$ cat src/rtl/mft_pkg.sv
// Shared types, constants and modular helpers for the modular Fenwick tree.
// No dependencies; mft_walker and modular_fenwick_tree import this package.
package mft_pkg;

	localparam int CAPACITY = 2048;
	localparam int IDX_W    = $clog2(CAPACITY);
	localparam int POS_W    = IDX_W + 1;
	localparam int DATA_W   = 30;
	localparam int SIZE_W   = 12;
	localparam int ACT_W    = 2;

	localparam logic [DATA_W-1:0] MODULUS       = DATA_W'(1000000007);
	localparam logic [SIZE_W-1:0] TREE_SIZE_RST = SIZE_W'(2048);

	localparam logic [ACT_W-1:0] ACT_UPDATE = 2'd0;
	localparam logic [ACT_W-1:0] ACT_QUERY  = 2'd1;
	localparam logic [ACT_W-1:0] ACT_CLEAR  = 2'd2;

	typedef enum logic [2:0] {
		ST_CLEAR,
		ST_IDLE,
		ST_UPD_RD,
		ST_UPD_WR,
		ST_Q_HI,
		ST_Q_LO,
		ST_DONE
	} state_t;

	typedef struct packed {
		logic [ACT_W-1:0]  action;
		logic [IDX_W-1:0]  index_a;
		logic [IDX_W-1:0]  index_b;
		logic [DATA_W-1:0] value;
	} cmd_t;

	typedef struct packed {
		logic [DATA_W-1:0] range_sum;
		logic              out_of_range;
	} res_t;

	typedef struct packed {
		logic              we;
		logic [IDX_W-1:0]  addr;
		logic [DATA_W-1:0] wdata;
	} mem_req_t;

	function automatic logic [POS_W-1:0] low_bit(input logic [POS_W-1:0] pos);
		return pos & (~pos + POS_W'(1));
	endfunction

	// One add, one conditional subtract; both operands below the modulus.
	function automatic logic [DATA_W-1:0] mod_add(input logic [DATA_W-1:0] a,
	                                              input logic [DATA_W-1:0] b);
		logic [DATA_W:0] s;
		s = {1'b0, a} + {1'b0, b};
		if (s >= {1'b0, MODULUS})
			s = s - {1'b0, MODULUS};
		return s[DATA_W-1:0];
	endfunction

	function automatic logic [DATA_W-1:0] mod_sub(input logic [DATA_W-1:0] a,
	                                              input logic [DATA_W-1:0] b);
		logic [DATA_W:0] d;
		if (a >= b)
			d = {1'b0, a} - {1'b0, b};
		else
			d = {1'b0, a} + {1'b0, MODULUS} - {1'b0, b};
		return d[DATA_W-1:0];
	endfunction

endpackage

$ cat src/rtl/mft_walker.sv
// Walk sequencer: clearing pass, update read-modify-write walk, two prefix walks.
// Depends on mft_pkg; drives the port of one mft_ram.
module mft_walker
	import mft_pkg::*;
(
	input  logic              clk,
	input  logic              arst_n,
	input  logic              cmd_valid,
	input  cmd_t              cmd,
	output logic              cmd_ready,
	input  logic [SIZE_W-1:0] tree_size,
	output mem_req_t          mem_req,
	input  logic [DATA_W-1:0] mem_rdata,
	output logic              res_valid,
	output res_t              res,
	input  logic              res_ready
);

	state_t            state_q, state_d;
	logic [POS_W-1:0]  pos_q;
	logic [IDX_W-1:0]  lo_pos_q;
	logic [IDX_W-1:0]  clr_addr_q;
	logic              clr_cmd_q;
	logic [DATA_W-1:0] val_q;
	logic [DATA_W-1:0] acc_q;
	logic [DATA_W-1:0] hi_q;
	logic              rd_pend_s1;
	res_t              res_q;

	logic              accept;
	logic              clr_last;
	logic              upd_go;
	logic              walk_issue;
	logic              walk_end;
	logic              q_reject;
	logic [POS_W-1:0]  ib_plus1;
	logic [DATA_W-1:0] val_red;

	assign accept     = cmd_valid && cmd_ready;
	assign clr_last   = (32'(clr_addr_q) == CAPACITY - 1);
	assign upd_go     = (32'(pos_q) < 32'(tree_size)) && (32'(pos_q) < CAPACITY);
	assign walk_issue = (pos_q != '0);
	assign walk_end   = !walk_issue && !rd_pend_s1;
	assign ib_plus1   = POS_W'(cmd.index_b) + POS_W'(1);
	assign q_reject   = (32'(ib_plus1) >= CAPACITY);
	assign val_red    = (cmd.value >= MODULUS) ? (cmd.value - MODULUS) : cmd.value;

	always_ff @(posedge clk or negedge arst_n) begin
		if (!arst_n)
			state_q <= ST_CLEAR;
		else
			state_q <= state_d;
	end

	always_comb begin
		state_d       = state_q;
		cmd_ready     = 1'b0;
		res_valid     = 1'b0;
		mem_req.we    = 1'b0;
		mem_req.addr  = pos_q[IDX_W-1:0];
		mem_req.wdata = mod_add(mem_rdata, val_q);
		unique case (state_q)
			ST_CLEAR: begin
				mem_req.we    = 1'b1;
				mem_req.addr  = clr_addr_q;
				mem_req.wdata = '0;
				if (clr_last)
					state_d = clr_cmd_q ? ST_DONE : ST_IDLE;
			end
			ST_IDLE: begin
				cmd_ready = 1'b1;
				if (cmd_valid) begin
					unique case (cmd.action)
						ACT_UPDATE: state_d = ST_UPD_RD;
						ACT_QUERY:  state_d = q_reject ? ST_DONE : ST_Q_HI;
						ACT_CLEAR:  state_d = ST_CLEAR;
						default:    state_d = ST_DONE;
					endcase
				end
			end
			ST_UPD_RD: begin
				state_d = upd_go ? ST_UPD_WR : ST_DONE;
			end
			ST_UPD_WR: begin
				mem_req.we = 1'b1;
				state_d    = ST_UPD_RD;
			end
			ST_Q_HI: begin
				if (walk_end)
					state_d = ST_Q_LO;
			end
			ST_Q_LO: begin
				if (walk_end)
					state_d = ST_DONE;
			end
			ST_DONE: begin
				res_valid = 1'b1;
				if (res_ready)
					state_d = ST_IDLE;
			end
			default: state_d = ST_IDLE;
		endcase
	end

	// Control registers of the walk.
	always_ff @(posedge clk or negedge arst_n) begin
		if (!arst_n) begin
			clr_addr_q <= '0;
			clr_cmd_q  <= 1'b0;
			rd_pend_s1 <= 1'b0;
		end else begin
			rd_pend_s1 <= ((state_q == ST_Q_HI) || (state_q == ST_Q_LO)) && walk_issue;
			if (state_q == ST_CLEAR)
				clr_addr_q <= clr_addr_q + IDX_W'(1);
			if (accept)
				clr_cmd_q <= (cmd.action == ACT_CLEAR);
		end
	end

	// Datapath registers.
	always_ff @(posedge clk) begin
		unique case (state_q)
			ST_IDLE: begin
				if (accept) begin
					val_q              <= val_red;
					lo_pos_q           <= cmd.index_a;
					acc_q              <= '0;
					res_q.range_sum    <= '0;
					res_q.out_of_range <= (cmd.action == ACT_QUERY) && q_reject;
					if (cmd.action == ACT_QUERY)
						pos_q <= ib_plus1;
					else
						pos_q <= POS_W'(cmd.index_a) + POS_W'(1);
				end
			end
			ST_UPD_WR: begin
				pos_q <= pos_q + low_bit(pos_q);
			end
			ST_Q_HI, ST_Q_LO: begin
				if (walk_issue)
					pos_q <= pos_q - low_bit(pos_q);
				if (rd_pend_s1)
					acc_q <= mod_add(acc_q, mem_rdata);
				if (walk_end) begin
					if (state_q == ST_Q_HI) begin
						hi_q  <= acc_q;
						acc_q <= '0;
						pos_q <= POS_W'(lo_pos_q);
					end else begin
						res_q.range_sum <= mod_sub(hi_q, acc_q);
					end
				end
			end
			default: begin
			end
		endcase
	end

	assign res = res_q;

	a_write_states: assert property (@(posedge clk) disable iff (!arst_n)
		mem_req.we |-> (state_q == ST_CLEAR || state_q == ST_UPD_WR))
		else $error("memory write outside clear or update write");

	a_ready_excl: assert property (@(posedge clk) disable iff (!arst_n)
		!(cmd_ready && res_valid))
		else $error("command taken while result pending");

	a_rd_in_walk: assert property (@(posedge clk) disable iff (!arst_n)
		rd_pend_s1 |-> (state_q == ST_Q_HI || state_q == ST_Q_LO))
		else $error("pending read outside a prefix walk");

	a_sum_reduced: assert property (@(posedge clk) disable iff (!arst_n)
		res_valid |-> (res.range_sum < MODULUS))
		else $error("range sum not reduced");

	a_upd_after_rd: assert property (@(posedge clk) disable iff (!arst_n)
		(state_q == ST_UPD_WR) |-> $past(state_q) == ST_UPD_RD)
		else $error("update write without preceding read");

endmodule

$ cat config.mk
export PLATFORM = sky130hd
export DESIGN_NAME = mft_walker
export DESIGN_NICKNAME = d
export VERILOG_FILES = /design/src/rtl/mft_pkg.sv /design/src/rtl/mft_walker.sv
export SDC_FILE = /design/constraint.sdc
export NUM_CORES = 1
export LEC_CHECK = 0
export BUFFER_PORTS_ARGS = -buffer_cell sky130_fd_sc_hd__buf_2
export CORE_ASPECT_RATIO = 1.2
export CORE_MARGIN = 3
export CORE_UTILIZATION = 30
export CTS_CLUSTER_SIZE = 16
export DETAILED_ROUTE_END_ITERATION = 6
export SETUP_SLACK_MARGIN = 0.05
export SLEW_MARGIN = 10
export SYNTH_ARGS = -nofsm -noshare
export SYNTH_HDL_FRONTEND = slang
export SYNTH_SLANG_ARGS = --single-unit
export TNS_END_PERCENT = 30
$ cat constraint.sdc
create_clock -name clk -period 12.8 [get_ports clk]
set_input_delay 0.64 -clock clk [delete_from_list [all_inputs] [get_ports clk]]
set_output_delay 0.64 -clock clk [all_outputs]
set_load 0.05 [all_outputs]
==> results of run 1 <==
per-layer routing:
layer  share of wire [%]  up-vias
li1                    -     7387
met1                  44     6889
met2                  49      344
met3                 3.5       81
met4                 4.0        0
met5                   0        -
sequential cells by signal, indices dropped and copies added (netlist names):
name	count
res	31
acc_q	30
hi_q	30
val_q	30
pos_q	12
clr_addr_q	11
lo_pos_q	11
state_q	3
clr_cmd_q	1
rd_pend_s1	1
logic make-up after synthesis:
| kind of cell | share of synthesized area (%) |
|---|---|
| AO/OA/AOI/OAI | 22.49 |
| XOR/XNOR | 10.11 |
| adder cells (fa/ha/maj) | 13.58 |
| buffers and inverters | 5.140 |
| flip-flops | 28.58 |
| multiplexers | 1.279 |
| AND/OR/NAND/NOR | 18.82 |
layout by cell type (no fill, tap or decap), drive strengths merged, types with 9 or more instances in the layout:
cell type and count:
edfxtp 144, nand2b 18, buf 184, nor2 180, fa 19, xnor2 128, a21oi 152, o31ai 11
mux2i 20, or2 9, clkbuf 18, o21bai 18, nor3 41, ha 149, and2 19, a21o 41
xor2 62, a31oi 24, a211oi 25, o211ai 15, dfrtp 16, nor2b 22, o22ai 12, and3 30
a22oi 11, o21a 18, a2111oi 13, nand3 56, nand4 23, inv 162, nand2 191, or3 23
o21ai 129
worst min-delay path by stage:
stage | startpoint | end | slack (ns) | depth (start not counted)
global route | arst_n | clr_addr_q[10] | 0.11 | 1
CTS | arst_n | clr_addr_q[10] | 0.08 | 1
finish | arst_n | clr_addr_q[10] | 0.1 | 1
global placement | clr_addr_q[8] | clr_addr_q[8] | 0.48 | 1
detailed placement | clr_addr_q[10] | clr_addr_q[10] | 0.49 | 1
floorplan | arst_n | clr_addr_q[0] | 0.34 | 0
layout make-up:
type / instances / share of cell area (%)
antenna: 4 / 0.05355
clock buffer: 18 / 2.296
clock inverter: 14 / 0.6560
inverter: 154 / 3.092
multi-input combinational: 1585 / 58.80
sequential: 160 / 25.27
tap: 712 / 4.766
timing repair buffer: 184 / 5.060
worst max-delay path, stage by stage (launching register included):
cell	delay [ns]
edfxtp_1	0.39
ha_1	0.51
o21a_1	0.30
o21ai_1	0.12
o31a_1	0.29
a311oi_1	0.68
and3_1	0.26
nor4bb_1	0.45
a311oi_1	0.17
o21ai_1	0.17
nand4_1	0.48
and2_1	0.52
or4_1	0.48
a21oi_1	0.15
buf_2	0.28
metrics by stage:
step	power, mW	instances	setup WS [ns]	hold WS (ns)
finish	4.949	2831	6.427	0.09618
global route	5.384	2830	5.992	0.1062
CTS	4.965	2827	6.447	0.08399
detailed placement	4.456	2795	6.615	0.4872
global placement	4.392	2795	6.690	0.4837
floorplan	3.687	1962	7.400	0.3444
report_power, final:
group	leakage [nW]	internal [mW]	total [mW]	switching [mW]
combinational	5.90	1.25	3.48	2.23
clock	0.269	0.255	0.489	0.234
sequential	1.57	0.815	0.983	0.168
total	7.74	2.32	4.95	2.63
==> impl_metrics.py, run 1 <==
metrics = {
    "outcome": {
        "status": "finished clean",
    },
    "floorplan": {
        "fp.dieW_um": 220.3,
        "rows": 93,
        "start_util_pct": 30.55,
        "core_um2": 54110,
        "pin_count": 175,
        "die_area_um2": 57960,
        "dieHeight_um": 263.1,
    },
    "setup_path": {
        "worst_r2r_endpoint": "acc_q[20]",
        "critPathCaptureType": "primary output",
        "crit_required_ns": 12.16,
        "path_max_fanout": 19,
        "setup.worst_path.class": "register to primary output",
        "crit_path_start_kind": "register",
        "r2r_start": "acc_q[0]",
        "cp.arrival_ns": 5.73,
        "cp-startpoint": "val_q[5]",
        "crit_end": "mem_req[8]",
        "ff2ff_setup_slack_ns": 7.72,
        "rr_worst_depth": 15,
    },
    "global_routing": {
        "grt_pass1_wl_um": 74440,
        "grt-ovfl-total": 0,
        "antenna_found_initial": 3,
        "use_met2_pct": 26.99,
        "top_usage_layer": "met2",
        "grt_usage_pct": 15.84,
        "grt_max_degree": 51,
        "grt_pass1_vias": 14470,
        "grt_use_met3_pct": 2.390,
        "met1_usage_pct": 19.76,
    },
    "synthesis": {
        "ys_seq_elements": 160,
        "synth_common_cells": "nand2_1, nor2_1, inv_1, a21oi_1, ha_1",
        "synth_top_cell_by_area": "edfxtp_1",
        "synthesis.nets": 2230,
        "async_flop_share_pct": 10.00,
        "netlist_instances": 1962,
        "synth_edf_count": 144,
        "synthFlopType": "edfxtp_1",
        "synth_top_area_share_pct": 26.16,
        "ys_seq_area_share_pct": 28.58,
        "synthTopCellsByArea": "edfxtp_1, ha_1, xnor2_1",
        "yosysUniqueCellTypes": 91,
        "post-synth-top-count-cell": "nand2_1",
        "avgSynthCellArea_um2": 8.425,
        "ys_warn_count": 0,
        "netlist_area_um2": 16530,
    },
    "cells_and_area": {
        "final_layout_size_suffix_gt1_share_pct": 12.58,
        "multi_input_area_um2": 10990,
        "areaGrowthSynthToFinish_pct": 13.09,
        "regArea_um2": 4725,
        "postLayoutCellArea_um2": 18690,
        "postLayoutCoreUtil_pct": 34.55,
        "final_nets": 2370,
        "fillCellCount": 5576,
    },
    "clock_tree": {
        "insertion_delay_ns": 0.45,
        "cts_sinks": 160,
        "cts-root-buf": "clkbuf_16",
        "htree_levels": 4,
        "clk_pin_slew_ns": 0.07,
        "ctsHoldBuffers": 0,
        "cts_buffer_depth": 2,
        "cts_made_buffers": 17,
        "tritoncts": "yes",
        "cts_resized": 0,
        "post_cts_buffers": 0,
    },
    "power_and_ir_drop": {
        "power-per-cell-area_nw_per_um2": 264.7,
        "peakVddDrop_mv": 0.1383,
        "p_leak_nw": 7.740,
    },
    "route": {
        "wirelength_um": 46630,
        "vias_per_cell": 5.193,
        "first_pass_iters": 5,
        "ant_nets": 0,
        "drc": 0,
        "drtIter0Drc": 1055,
        "wl_per_cell_um": 16.47,
        "vias": 14700,
    },
    "timing": {
        "slew_headroom_pct": 22.98,
        "fmax_mhz": 156.9,
        "rsz0062_at_grt": "false",
        "slew_violations": 0,
        "fin_skew_ns": 0.01053,
        "fin_setup_tns_ns": 0,
        "setup-violations-final": 0,
        "min_period_ns": 6.373,
        "min_period_over_period_pct": 49.79,
        "worst_pin_slew_ns": 1.153,
        "finalHoldViolCount": 0,
    },
    "placement": {
        "placed_area_um2": 18130,
        "place_congestion": 0.9393,
        "port_buffers": 174,
        "place.detailed.hpwl_um": 38650,
    },
    "hold_path": {
        "hp-class": "input port to async pin",
    },
    "run": {
        "max_cap_violations": 0,
    },
}
Note: power is estimated with default switching activity, not from simulation.
==> run 2: changes to the inputs <==
==> constraint.sdc (replaced) <==
create_clock -name clk -period 5.9 [get_ports clk]
set_input_delay 0.295 -clock clk [delete_from_list [all_inputs] [get_ports clk]]
set_output_delay 0.295 -clock clk [all_outputs]
set_load 0.05 [all_outputs]
==> impl_metrics.py, run 2 (synthesis results as in run 1) <==
metrics = {
    "outcome": {
        "status": "finished clean",
    },
    "placement": {
        "dp.cells": 2801,
        "place.detailed.hpwl_um": 38860,
        "placed_area_um2": 18190,
        "place_congestion": 0.9259,
        "port_buffers": 174,
    },
    "setup_path": {
        "crit_end": "mem_req[8]",
        "critPathCaptureType": "primary output",
        "critPathMaxStageDelay_ns": 0.47,
        "setup.worst_path.class": "register to primary output",
        "rr_worst_depth": 16,
        "worst_r2r_endpoint": "acc_q[5]",
        "crit_path_start_kind": "register",
        "r2r_start": "acc_q[0]",
        "cp_slowest_cell": "or4_1",
        "cp-startpoint": "val_q[1]",
        "crit_required_ns": 5.61,
        "ff2ff_setup_slack_ns": 1.03,
        "path_max_fanout": 19,
        "cp.arrival_ns": 5.11,
        "path_cells": "ha_1, a211o_1, a211o_1, a22o_1, a22oi_2, o211ai_2, and3_1, a311o_1, xor2_1, a41oi_1, buf_4, and2_1, or4_1, a21oi_1, buf_2",
        "crit_top_cell": "a211o_1",
    },
    "timing": {
        "min_period_ns": 5.406,
        "fmax_mhz": 185.0,
        "min_period_over_period_pct": 91.62,
        "finalHoldViolCount": 0,
        "slew_violations": 0,
        "fin_skew_ns": 0.01048,
        "rsz0062_at_grt": "false",
        "holdWs_ns": 0.07350,
        "slew_headroom_pct": 25.02,
        "setup-violations-final": 0,
        "fin_setup_tns_ns": 0,
        "worst_pin_slew_ns": 1.121,
    },
    "power_and_ir_drop": {
        "power_frac_comb_pct": 70.1,
        "p_total_mw": 10.80,
        "peakVddDrop_mv": 0.3835,
        "p_seq_share_pct": 19.7,
        "intPower_mw": 5.082,
        "power-per-cell-area_nw_per_um2": 574.8,
        "p_switching_mw": 5.721,
        "power_frac_clock_pct": 10.2,
        "sw_frac_of_total_pct": 52.96,
        "p_leak_nw": 7.792,
    },
    "clock_tree": {
        "clk_pin_slew_ns": 0.08,
        "htree_levels": 4,
        "tritoncts": "yes",
        "cts_made_buffers": 17,
        "ctsHoldBuffers": 1,
        "cts_sinks": 160,
        "cts_buffer_depth": 2,
        "post_cts_buffers": 0,
        "cts_resized": 0,
        "cts-root-buf": "clkbuf_16",
        "insertion_delay_ns": 0.44,
    },
    "global_routing": {
        "met1_usage_pct": 20.25,
        "antenna_found_initial": 0,
        "grt-ovfl-total": 0,
        "use_met2_pct": 27.86,
        "grt_usage_pct": 16.07,
        "grt_max_degree": 51,
        "grt_use_met3_pct": 1.951,
        "grt_pass1_wl_um": 75730,
        "top_usage_layer": "met2",
        "grt_pass1_vias": 14660,
    },
    "route": {
        "wirelength_um": 47010,
        "ant_nets": 0,
        "first_pass_iters": 5,
        "vias": 14750,
        "drtIter0Drc": 1001,
        "wl_per_cell_um": 16.58,
        "drc": 0,
        "vias_per_cell": 5.202,
    },
    "hold_path": {
        "hp-class": "input port to register",
    },
    "cells_and_area": {
        "final_cell_mix": "nand2_1, nor2_1, buf_2",
        "largest_register_ffs": 31,
        "fin_cells": 2835,
        "final_nets": 2377,
        "areaGrowthSynthToFinish_pct": 13.71,
        "postLayoutCellArea_um2": 18800,
        "final_layout_size_suffix_gt1_share_pct": 12.87,
        "final_common_cell": "nand2_1",
        "fillCellCount": 5568,
    },
    "floorplan": {
        "fp.dieW_um": 220.3,
        "dieHeight_um": 263.1,
        "rows": 93,
        "pin_count": 175,
        "die_area_um2": 57960,
        "core_um2": 54110,
        "start_util_pct": 30.55,
    },
    "run": {
        "max_cap_violations": 0,
    },
}
-- run 2: cell type report --
class / instances / area [um2] / area share (%)
flip-flops and latches: 160 / 4725 / 25.14
inverters: 154 / 578.1 / 3.075
well taps: 712 / 890.9 / 4.740
multi-input cells: 1585 / 10990 / 58.48
clock buffers: 17 / 425.4 / 2.263
clock inverters: 15 / 168.9 / 0.8987
repair buffers: 191 / 1013 / 5.392
diodes: 1 / 2.502 / 0.01331
-- run 2: worst min-delay path by stage --
stage / endpoint / cells past startpoint / startpoint / slack, ns
floorplan: clr_addr_q[0] / 0 / arst_n / -0.0006
global placement: clr_cmd_q / 1 / arst_n / 0.23
detailed placement: clr_cmd_q / 1 / arst_n / 0.23
CTS: lo_pos_q[6] / 1 / cmd[47] / 0.04
global route: lo_pos_q[6] / 1 / cmd[47] / 0.05
finish: lo_pos_q[6] / 1 / cmd[47] / 0.07
-- run 2: through the flow --
step / worst slack, ns / util (%)
final: 0.4943 / 34.74
after CTS: 0.4506 / 34.73
after global routing: 0.07720 / 34.73
after detailed placement: 0.9366 / 33.62
after global placement: 0.9607 / 33.62
after floorplan: 0.5466 / -
-- run 2: metal layers --
layer  routed length (um)  vias up  share of wire [%]
met5                    0        -                  0
met4                 1681        0                3.6
met3                 1622       77                3.5
met2                23010      360                 49
met1                20690     6914                 44
li1                     -     7396                  -
-- run 2: power by group through the flow --
stage | clock network [mW] | registers (mW) | logic, mW
after floorplan | 0 | 2.13 | 5.87
after global placement | 0 | 2.14 | 7.43
after detailed placement | 0 | 2.15 | 7.54
after CTS | 1.14 | 2.13 | 7.58
after global routing | 1.19 | 2.19 | 8.41
final | 1.11 | 2.13 | 7.57
-- run 2: worst max-delay path, delay by kind of cell, from the launching register on --
family	cells	cell delay, ns
DFF	1	0.43
buffers and inverters	2	0.51
AOI/OAI and AO/OA	8	2.09
xor gates and xnor gates	1	0.34
adders and majority gates	1	0.30
and+or+nand+nor	3	1.01
